<file path="src/rtl/core/u8wrap_pkg.sv">
// ----------------------------------------------------------------------------
// u8wrap_pkg
// Shared types, constants and helpers for the UTF-8 decoder with line wrap.
// ----------------------------------------------------------------------------
package u8wrap_pkg;

    localparam int COORD_WIDTH = 11;
    localparam int FONT_WIDTH  = 7;
    localparam int CP_WIDTH    = 21;
    localparam int BYTE_WIDTH  = 8;
    localparam int CFG_IDX_W   = 3;

    localparam int ASCII_ADVANCE = 7;
    localparam int LINE_EXTRA    = 6;
    localparam int WIDE_EXTRA    = 2;
    localparam int ASCII_BASE    = 8;

    typedef logic [COORD_WIDTH-1:0] coord_t;
    typedef logic [COORD_WIDTH:0]   coord_sum_t;
    typedef logic [FONT_WIDTH-1:0]  font_t;
    typedef logic [CP_WIDTH-1:0]    cp_t;

    localparam cp_t CP_QUESTION = cp_t'(8'h3F);
    localparam cp_t CP_NEWLINE  = cp_t'(8'h0A);
    localparam cp_t CP_SPACE    = cp_t'(8'h20);
    localparam cp_t CP_TILDE    = cp_t'(8'h7E);

    typedef enum logic [1:0] {
        KIND_ASCII = 2'd0,
        KIND_WIDE  = 2'd1,
        KIND_END   = 2'd2
    } kind_t;

    typedef enum logic [CFG_IDX_W-1:0] {
        REG_START_X   = 3'd0,
        REG_START_Y   = 3'd1,
        REG_MAX_X     = 3'd2,
        REG_MAX_Y     = 3'd3,
        REG_FONT_SIZE = 3'd4
    } cfg_reg_t;

    typedef struct packed {
        kind_t  kind;
        cp_t    code_point;
        coord_t pos_x;
        coord_t pos_y;
        logic   last_of_run;
    } result_t;

    function automatic coord_t sat_coord(coord_sum_t v);
        return v[COORD_WIDTH] ? '1 : v[COORD_WIDTH-1:0];
    endfunction

endpackage

</file>
<file path="src/rtl/core/u8wrap_if.sv">
// ----------------------------------------------------------------------------
// u8wrap_if
// Valid/ready channels for text bytes in and placed glyphs out.
// ----------------------------------------------------------------------------
interface u8wrap_text_if;
    import u8wrap_pkg::*;

    logic                  valid;
    logic                  ready;
    logic [BYTE_WIDTH-1:0] text_byte;
    logic                  final_byte;

    modport source (output valid, output text_byte, output final_byte, input ready);
    modport sink   (input valid, input text_byte, input final_byte, output ready);
endinterface

interface u8wrap_glyph_if;
    import u8wrap_pkg::*;

    logic   valid;
    logic   ready;
    kind_t  kind;
    cp_t    code_point;
    coord_t pos_x;
    coord_t pos_y;
    logic   last_of_run;

    modport source (output valid, output kind, output code_point, output pos_x,
                    output pos_y, output last_of_run, input ready);
    modport sink   (input valid, input kind, input code_point, input pos_x,
                    input pos_y, input last_of_run, output ready);
endinterface

</file>
<file path="src/rtl/core/utf8_decode_text_wrap_top.sv">
// ----------------------------------------------------------------------------
// utf8_decode_text_wrap_top
// UTF-8 decoder that lays characters out in a wrapping text box.
// ----------------------------------------------------------------------------
// Text bytes arrive on the text channel and placed glyphs leave on the glyph
// channel; both use a valid/ready handshake. Each byte is decoded and placed
// in the cycle it is accepted, and its results are written into a four-entry
// result queue, so when the queue is empty the first result is shown in the
// cycle after the byte. The block takes one byte per clock while the queue has
// room. A byte gives zero, one or two results; the byte with final_byte adds
// an end-of-text request carrying the bottom y. Text is taken while the queue
// has room for two more results, so a stalled receiver blocks input only once
// it holds three results, which holds back a stream of two-result bytes.
// The configuration port writes box limits and font size between texts; a
// write to start_x or start_y also moves the cursor. Reset clears the queue
// and the decoder, loads default limits and puts the cursor at the origin.
// After each end-of-text request the decoder and cursor return to their
// starting state for the next text.
// ----------------------------------------------------------------------------
module utf8_decode_text_wrap_top
(
    input  logic                               clk,
    input  logic                               rst_n,
    input  logic                               cfg_wr_en,
    input  logic [u8wrap_pkg::CFG_IDX_W-1:0]   cfg_index,
    input  logic [u8wrap_pkg::COORD_WIDTH-1:0] cfg_wr_data,
    u8wrap_text_if.sink                        text,
    u8wrap_glyph_if.source                     glyph
);
    import u8wrap_pkg::*;

    localparam int QDEPTH = 4;
    localparam int QPTR_W = $clog2(QDEPTH);

    coord_t start_x_reg, start_y_reg, max_x_reg, max_y_reg;
    font_t  font_size_reg;

    logic [1:0] pend_reg, pend_next;
    cp_t        pv_reg, pv_next;
    coord_t     cursor_x_reg, cursor_x_next;
    coord_t     cursor_y_reg, cursor_y_next;
    logic       stopped_reg, stopped_next;

    result_t             queue_reg [QDEPTH];
    logic [QPTR_W-1:0]   wr_ptr_reg, rd_ptr_reg;
    logic [QPTR_W:0]     count_reg;

    logic       accept, pop;
    logic       place_en, emit, end_en;
    cp_t        place_cp;
    result_t    glyph_item, end_item, entry0, entry1;
    logic [1:0] push_n;

    assign accept = text.valid && text.ready;
    assign pop    = glyph.valid && glyph.ready;
    assign text.ready  = count_reg <= (QPTR_W+1)'(QDEPTH - 2);
    assign glyph.valid = count_reg != '0;

    assign glyph.kind        = queue_reg[rd_ptr_reg].kind;
    assign glyph.code_point  = queue_reg[rd_ptr_reg].code_point;
    assign glyph.pos_x       = queue_reg[rd_ptr_reg].pos_x;
    assign glyph.pos_y       = queue_reg[rd_ptr_reg].pos_y;
    assign glyph.last_of_run = queue_reg[rd_ptr_reg].last_of_run;

    always_comb
    begin
        logic [BYTE_WIDTH-1:0] b;
        logic                  ascii;
        logic [7:0]            adv;
        coord_sum_t            cy_fs, nl_sum, nl_fs, cx_adv, sx_adv, y_adj;
        coord_t                nl_y, base_x, base_y, y_out;
        font_t                 y_off;
        logic                  wrap;

        b         = text.text_byte;
        pend_next = pend_reg;
        pv_next   = pv_reg;
        place_en  = 1'b0;
        place_cp  = CP_QUESTION;

        if (pend_reg == 2'd0)
        begin
            if (!b[7])
            begin
                place_en = 1'b1;
                place_cp = cp_t'(b);
            end
            else if ((b & 8'hE0) == 8'hC0)
            begin
                pend_next = 2'd1;
                pv_next   = cp_t'(b & 8'h1F);
            end
            else if ((b & 8'hF0) == 8'hE0)
            begin
                pend_next = 2'd2;
                pv_next   = cp_t'(b & 8'h0F);
            end
            else if ((b & 8'hF8) == 8'hF0)
            begin
                pend_next = 2'd3;
                pv_next   = cp_t'(b & 8'h07);
            end
            else
            begin
                place_en = 1'b1;
            end
        end
        else if ((b & 8'hC0) != 8'h80)
        begin
            pend_next = 2'd0;
            pv_next   = '0;
            place_en  = 1'b1;
        end
        else
        begin
            pv_next   = {pv_reg[CP_WIDTH-7:0], b[5:0]};
            pend_next = pend_reg - 2'd1;
            if (pend_next == 2'd0)
            begin
                place_en = 1'b1;
                place_cp = pv_next;
                pv_next  = '0;
            end
        end

        end_en = text.final_byte;
        if (end_en && pend_next != 2'd0)
        begin
            place_en = 1'b1;
            place_cp = CP_QUESTION;
        end

        ascii  = place_cp inside {[CP_SPACE:CP_TILDE]};
        adv    = ascii ? 8'(ASCII_ADVANCE) : 8'(font_size_reg) + 8'(WIDE_EXTRA);
        cy_fs  = coord_sum_t'(cursor_y_reg) + coord_sum_t'(font_size_reg);
        nl_sum = cy_fs + coord_sum_t'(LINE_EXTRA);
        nl_y   = sat_coord(nl_sum);
        nl_fs  = coord_sum_t'(nl_y) + coord_sum_t'(font_size_reg);
        cx_adv = coord_sum_t'(cursor_x_reg) + coord_sum_t'(adv);
        sx_adv = coord_sum_t'(start_x_reg) + coord_sum_t'(adv);
        wrap   = cx_adv > coord_sum_t'(max_x_reg);
        base_x = wrap ? start_x_reg : cursor_x_reg;
        base_y = wrap ? nl_y : cursor_y_reg;
        y_off  = (ascii && font_size_reg >= font_t'(ASCII_BASE))
                 ? (font_size_reg - font_t'(ASCII_BASE)) >> 1 : '0;
        y_adj  = coord_sum_t'(base_y) + coord_sum_t'(y_off);
        y_out  = sat_coord(y_adj);

        cursor_x_next = cursor_x_reg;
        cursor_y_next = cursor_y_reg;
        stopped_next  = stopped_reg;
        emit          = 1'b0;

        if (place_en && !stopped_reg)
        begin
            if (cy_fs > coord_sum_t'(max_y_reg))
            begin
                stopped_next = 1'b1;
            end
            else if (place_cp == CP_NEWLINE)
            begin
                cursor_x_next = start_x_reg;
                cursor_y_next = nl_y;
            end
            else if (wrap && nl_fs > coord_sum_t'(max_y_reg))
            begin
                cursor_x_next = start_x_reg;
                cursor_y_next = nl_y;
                stopped_next  = 1'b1;
            end
            else
            begin
                emit          = 1'b1;
                cursor_y_next = base_y;
                cursor_x_next = sat_coord(wrap ? sx_adv : cx_adv);
            end
        end

        glyph_item.kind        = ascii ? KIND_ASCII : KIND_WIDE;
        glyph_item.code_point  = place_cp;
        glyph_item.pos_x       = base_x;
        glyph_item.pos_y       = y_out;
        glyph_item.last_of_run = !end_en;

        end_item.kind          = KIND_END;
        end_item.code_point    = '0;
        end_item.pos_x         = '0;
        end_item.pos_y         = sat_coord((cursor_y_next == nl_y && cursor_y_next != cursor_y_reg)
                                           ? nl_fs
                                           : coord_sum_t'(cursor_y_next)
                                             + coord_sum_t'(font_size_reg));
        end_item.last_of_run   = 1'b1;

        if (end_en)
        begin
            pend_next     = 2'd0;
            pv_next       = '0;
            cursor_x_next = start_x_reg;
            cursor_y_next = start_y_reg;
            stopped_next  = 1'b0;
        end

        entry0 = emit ? glyph_item : end_item;
        entry1 = end_item;
        push_n = 2'(emit) + 2'(end_en);
    end

    always_ff @(posedge clk or negedge rst_n)
    begin
        if (!rst_n)
        begin
            start_x_reg   <= '0;
            start_y_reg   <= '0;
            max_x_reg     <= '1;
            max_y_reg     <= '1;
            font_size_reg <= font_t'(16);
            pend_reg      <= '0;
            pv_reg        <= '0;
            cursor_x_reg  <= '0;
            cursor_y_reg  <= '0;
            stopped_reg   <= 1'b0;
        end
        else if (cfg_wr_en)
        begin
            case (cfg_index)
                REG_START_X:
                begin
                    start_x_reg  <= cfg_wr_data;
                    cursor_x_reg <= cfg_wr_data;
                end
                REG_START_Y:
                begin
                    start_y_reg  <= cfg_wr_data;
                    cursor_y_reg <= cfg_wr_data;
                end
                REG_MAX_X:     max_x_reg     <= cfg_wr_data;
                REG_MAX_Y:     max_y_reg     <= cfg_wr_data;
                REG_FONT_SIZE: font_size_reg <= cfg_wr_data[FONT_WIDTH-1:0];
                default:       ;
            endcase
        end
        else if (accept)
        begin
            pend_reg     <= pend_next;
            pv_reg       <= pv_next;
            cursor_x_reg <= cursor_x_next;
            cursor_y_reg <= cursor_y_next;
            stopped_reg  <= stopped_next;
        end
    end

    always_ff @(posedge clk or negedge rst_n)
    begin
        if (!rst_n)
        begin
            wr_ptr_reg <= '0;
            rd_ptr_reg <= '0;
            count_reg  <= '0;
        end
        else
        begin
            if (accept)
            begin
                wr_ptr_reg <= wr_ptr_reg + QPTR_W'(push_n);
            end
            if (pop)
            begin
                rd_ptr_reg <= rd_ptr_reg + QPTR_W'(1);
            end
            count_reg <= count_reg + (accept ? (QPTR_W+1)'(push_n) : '0)
                         - (QPTR_W+1)'(pop);
        end
    end

    always_ff @(posedge clk)
    begin
        if (accept && push_n != 2'd0)
        begin
            queue_reg[wr_ptr_reg] <= entry0;
        end
        if (accept && push_n == 2'd2)
        begin
            queue_reg[wr_ptr_reg + QPTR_W'(1)] <= entry1;
        end
    end

    a_queue_bound: assert property (@(posedge clk) disable iff (!rst_n)
        count_reg <= (QPTR_W+1)'(QDEPTH))
        else $error("result queue over capacity");

    a_end_fields: assert property (@(posedge clk) disable iff (!rst_n)
        glyph.valid && glyph.kind == KIND_END |->
            glyph.code_point == '0 && glyph.pos_x == '0 && glyph.last_of_run)
        else $error("end-of-text request with stray fields");

    a_end_is_last: assert property (@(posedge clk) disable iff (!rst_n)
        glyph.valid && !glyph.last_of_run |-> glyph.kind != KIND_END)
        else $error("end-of-text request not last of its run");

    a_text_restart: assert property (@(posedge clk) disable iff (!rst_n)
        accept && text.final_byte && !cfg_wr_en |=>
            cursor_x_reg == start_x_reg && cursor_y_reg == start_y_reg
            && pend_reg == 2'd0 && !stopped_reg)
        else $error("state not restored after end of text");

endmodule

</file>
<file path="src/flat_wrapper.sv">
// flat-port wrapper written by rule: the top's interface ports become plain ports
module utf8_decode_text_wrap_top_flat import u8wrap_pkg::*;
  (clk, rst_n, cfg_wr_en, cfg_index, cfg_wr_data, text_valid, text_text_byte, text_final_byte, text_ready, glyph_valid, glyph_kind, glyph_code_point, glyph_pos_x, glyph_pos_y, glyph_last_of_run, glyph_ready);
  u8wrap_text_if text_i ();
  u8wrap_glyph_if glyph_i ();
  input  logic clk;
  input  logic rst_n;
  input  logic cfg_wr_en;
  input  logic [u8wrap_pkg::CFG_IDX_W-1:0] cfg_index;
  input  logic [u8wrap_pkg::COORD_WIDTH-1:0] cfg_wr_data;
  input wire logic [$bits(text_i.valid)-1:0] text_valid;
  input wire logic [$bits(text_i.text_byte)-1:0] text_text_byte;
  input wire logic [$bits(text_i.final_byte)-1:0] text_final_byte;
  output wire logic [$bits(text_i.ready)-1:0] text_ready;
  output wire logic [$bits(glyph_i.valid)-1:0] glyph_valid;
  output wire logic [$bits(glyph_i.kind)-1:0] glyph_kind;
  output wire logic [$bits(glyph_i.code_point)-1:0] glyph_code_point;
  output wire logic [$bits(glyph_i.pos_x)-1:0] glyph_pos_x;
  output wire logic [$bits(glyph_i.pos_y)-1:0] glyph_pos_y;
  output wire logic [$bits(glyph_i.last_of_run)-1:0] glyph_last_of_run;
  input wire logic [$bits(glyph_i.ready)-1:0] glyph_ready;
  assign text_i.valid = text_valid;
  assign text_i.text_byte = text_text_byte;
  assign text_i.final_byte = text_final_byte;
  assign text_ready = text_i.ready;
  assign glyph_valid = glyph_i.valid;
  assign glyph_kind = glyph_i.kind;
  assign glyph_code_point = glyph_i.code_point;
  assign glyph_pos_x = glyph_i.pos_x;
  assign glyph_pos_y = glyph_i.pos_y;
  assign glyph_last_of_run = glyph_i.last_of_run;
  assign glyph_i.ready = glyph_ready;
  utf8_decode_text_wrap_top u_core (.clk(clk), .rst_n(rst_n), .cfg_wr_en(cfg_wr_en), .cfg_index(cfg_index), .cfg_wr_data(cfg_wr_data), .text(text_i), .glyph(glyph_i));
endmodule
</file>
<file path="config.mk">
export PLATFORM = sky130hd
export DESIGN_NAME = utf8_decode_text_wrap_top_flat
export DESIGN_NICKNAME = d
export VERILOG_FILES = /design/src/rtl/core/u8wrap_pkg.sv /design/src/rtl/core/u8wrap_if.sv /design/src/rtl/core/utf8_decode_text_wrap_top.sv /design/src/flat_wrapper.sv
export SDC_FILE = /design/constraint.sdc
export NUM_CORES = 1
export LEC_CHECK = 0
export BUFFER_PORTS_ARGS = -buffer_cell sky130_fd_sc_hd__clkbuf_2
export CAP_MARGIN = 10
export CORE_ASPECT_RATIO = 1.75
export CORE_UTILIZATION = 60
export CTS_CLUSTER_SIZE = 25
export DETAILED_ROUTE_END_ITERATION = 8
export PLACE_DENSITY = 0.85
export SLEW_MARGIN = 20
export SYNTH_ARGS = -nofsm -noshare
export SYNTH_HDL_FRONTEND = slang
export SYNTH_SLANG_ARGS = --single-unit
</file>
<file path="constraint.sdc">
create_clock -name clk -period 25.1 [get_ports clk]
set_input_delay 5.02 -clock clk [delete_from_list [all_inputs] [get_ports clk]]
set_output_delay 5.02 -clock clk [all_outputs]
set_load 0.1 [all_outputs]
</file>
==> results.md <==
- Inserted Diodes: 0
- Hold buffers post-CTS: 0
- Final setup fails: 0
- Netlist cell types: 87
- Cells after Synth: approximately 1800
- Final Net Count: 1947
- Startpoint types: input pin
- Antenna Violating Nets Remaining: 0
- Synth Area in XOR/XNOR: 0.02914
- Largest family of logic cells by synthesized area: compound AO/OA/AOI/OAI gates
- GP Congestion: around 1.0
- Post-synthesis register bit count: 282
- Worst-skew pair later-pin latency: approximately 560 ps
- Overall Global Routing Usage: 0.3672
- DIE WIDTH: 128.6 um
- DR vias: 14890
- Drt first pass iters: 6
- Period utilisation layout: 0.5255
- CTS Buf Count: 26
- Min Clock Period, post-route: about 13000 ps
- Slew HR: 0.2414
- Max clock buf depth: 3
- CP max-delay cell: or4b_1
- Synth Area in Adders: 0.07373
- Ys flop type: dfxtp_1
- Starting Density: 0.6138
- Vias in the first global route: 14850
- DR WL met3: between 3000 and 4000 um
- Min-delay worst type: flop to flop
- Die area: 0.02876 mm^2
- Aggregate global routing overflow: 0
- Net Count, Synth: 1917
- Clk sink count: ~280
- Maximum clock rate: 75.82 MHz
- R2R cell count: 31
- Synth Area in Compound Gates: 0.2132
- Fin. Hold Viols: 0
- Final Core Density: 0.6691
- First-pass GRT wire length: about 81000 um
- CP dominant cell by count: o21ai_0
- Status: complete, no violations
- Crit path DAT: about 14000 ps
- Mux cell area share after synthesis: 0.1119
- CORE AREA: 0.02743 mm^2
- Worst Setup SP: text_text_byte[5]
- Worst R2R Start: u_core.cursor_y_reg[0]$_DFFE_PN0P_
- Met1 WL: around 18000 um
- # resized after CTS: 0
- Ports: 76
- Post-Syn Area: 0.01683 mm^2
- Warnings from Yosys: 0
- Post-synthesis simple-gate area fraction: 0.1350
- CP required: 25440 ps
- Top layer reached by signal wires: met4
- CP Max Fanout: 46
- Drt drc: 0
- Least-Margin Pin Slew: 1135 ps
- Fillers: 2200
- Setup TNS Final: 0 ps
- Max incr delay on CP: 820 ps
- DRT Wirelength: between 50000 and 60000 um
- Max reg flops: ~180
- DP HPWL: 36690 um
- Row cnt: 80
- Crit. End Element: flop
- First DRT Iteration DRCs: 1253
- Max-cap violations: 0
- Post-CTS Setup Bufs: 0
- EDFF count, synth: 44
- Largest net degree at the start of global routing: 84
- P&R area growth vs syn: 9.016%
- Clock edge transition at the registers on the reported setup and hold paths: ~70 ps
- Sequential area share after synthesis: 0.3924
- Mean area per synthesized cell: between 9 and 10 um^2
- Port Buffer Count: 75
- Critical path type: input pin to flop
- H-tree depth: 1
- Worst clock skew: 12.00 ps
- Count of pins over their slew limit: 0
- Via/cell ratio: 6.733
- CTS tree: built
- Critical Path End: u_core.queue_reg[3][4]$_DFFE_PP_
- FF-to-FF End: u_core.queue_reg[3][11]$_DFFE_PP_
- Share of layout cells above drive strength 1: 0.1639
- Root buffer cell: clkbuf_16
- Post-synth ARST share: 0.3475
- Die height: between 200 and 250 um
- RSZ-0062 raised after global routing: false
- Post-DR wirelength/cell: ~24 um
- Met2 wire len: 25370 um
- R2R setup slack: roughly 15000 ps
- Initial antenna violation count: 0
-- worst min-delay path by stage --
stage                                            to  depth (start not counted)                                  from  slack [ps]
3_3_place_gp   u_core.queue_reg[3][31]$_SDFFE_PP0P_                          2  u_core.queue_reg[3][31]$_SDFFE_PP0P_         430
5_1_grt        u_core.queue_reg[3][36]$_SDFFE_PP0P_                          2  u_core.queue_reg[3][36]$_SDFFE_PP0P_         470
2_1_floorplan  u_core.queue_reg[2][31]$_SDFFE_PP0P_                          2  u_core.queue_reg[2][31]$_SDFFE_PP0P_         420
3_5_place_dp   u_core.queue_reg[2][35]$_SDFFE_PP0P_                          2  u_core.queue_reg[2][35]$_SDFFE_PP0P_         440
6_report       u_core.queue_reg[0][38]$_SDFFE_PP0P_                          2  u_core.queue_reg[0][38]$_SDFFE_PP0P_         450
4_1_cts        u_core.queue_reg[0][36]$_SDFFE_PP0P_                          2  u_core.queue_reg[0][36]$_SDFFE_PP0P_         450
-- stage by stage --
stage / instances / hold slack (ps) / instance area (um^2) / setup slack (ps)
finish: 2212 / 448.6 / 18350 / 11910
global route: 2212 / 469.7 / 18350 / 10990
CTS: 2212 / 451.5 / 18340 / 12040
detailed placement: 2165 / 439.9 / 17490 / 11520
global placement: 2165 / 428.3 / 17490 / 11810
floorplan: 1794 / 419.8 / 16830 / 12720
-- kinds of logic (layout without fill, tap and decap cells) --
| family | Yosys count | count (layout) |
|---|---|---|
| AO/OA/AOI/OAI | 533 | 533 |
| AND/OR/NAND/NOR | 516 | 516 |
| flip-flops | 282 | 282 |
| buffers and inverters | 188 | 237 |
| multiplexers | 124 | 124 |
| adder cells (fa/ha/maj) | 95 | 95 |
| XOR/XNOR | 56 | 56 |
-- cell usage in the layout, fill, tap and decap left out, types with 9 or more instances in the layout --
cell       synthesis  layout
nand4_1           10      10
mux4_2            46      46
o21ai_0          113     113
nor2b_1           16      16
nand2b_1          14      14
xor2_1            16      16
nor3_1            19      16
o21bai_1           9       9
nor2_1           117     112
dfxtp_1          140     140
mux2i_1           32      32
inv_1             86      86
a211oi_1          13      13
o21a_1             9       9
clkbuf_2           0      74
dfrtp_1           75      73
clkbuf_16          0      28
a22o_1            80      80
dfstp_2           23      23
edfxtp_1          44      44
a21oi_1          103     103
nand2_1          257     257
o22ai_1           18      18
o32ai_1           34      34
ha_1              88      88
mux2_2            42      42
o21ai_1           54      54
a31oi_1            9       9
a21o_1            18      18
xnor2_1           40      40
buf_4              1      25
nand3_1           30      29
-- Yosys cell counts (all sizes together) (6+ instances only) --
cell type,instances,area (um^2)
xor2,16,140.1
o211ai,7,57.55
a31oi,9,56.30
o22ai,18,112.6
clkbuf,80,300.3
xnor2,40,350.3
a211oi,15,122.6
mux2i,36,375.4
a21oi,103,515.5
nand3,33,180.2
nand4,10,62.56
mux2,42,473.0
o21a,9,67.56
ha,88,1101
o32ai,34,297.8
inv,89,334.1
nor2,117,439.2
and2,8,50.05
fa,7,140.1
o31ai,7,66.31
edfxtp,44,1321
dfstp,23,604.3
buf,18,112.6
o21bai,10,78.82
a22o,80,700.7
o21ai,172,894.6
nand2b,14,87.58
a21boi,6,48.80
nor3,20,105.1
mux4,46,1036
nand2,257,964.7
nor2b,16,100.1
dfrtp,75,1877
a21o,18,135.1
nor4,10,62.56
o211a,6,60.06
dfxtp,140,2803
and3,8,50.05
or2,6,37.54
-- critical path: cells and delay by family --
kind,cells,cell delay [ps]
AND/OR/NAND/NOR,7,1920
adder cells (fa/ha/maj),4,1000
AO/OA/AOI/OAI,19,4010
multiplexers,2,550
buffers and inverters,4,780
XOR/XNOR,1,200
-- area by class of cell --
type | instances | area [um^2] | area share
Clock inverter | 9 | 47.55 | 0.002591
Inverter | 90 | 337.8 | 0.01841
Timing Repair Buffer | 100 | 569.3 | 0.03102
Sequential cell | 282 | 6608 | 0.3601
Clock buffer | 38 | 798.3 | 0.04350
Multi-Input combinational cell | 1324 | 9529 | 0.5193
Tap cell | 369 | 461.7 | 0.02516
-- layer usage --
metal / global-route usage / vias to the layer above
met2: 0.6173 / 830
met4: 0.2937 / 0
li1: - / 6619
met1: 0.4099 / 7156
met5: 0 / -
met3: 0.05565 / 289
Power is left out: the tool's default activity adds up to more than one toggle a clock period on the data nets, which glitch-free logic cannot reach.
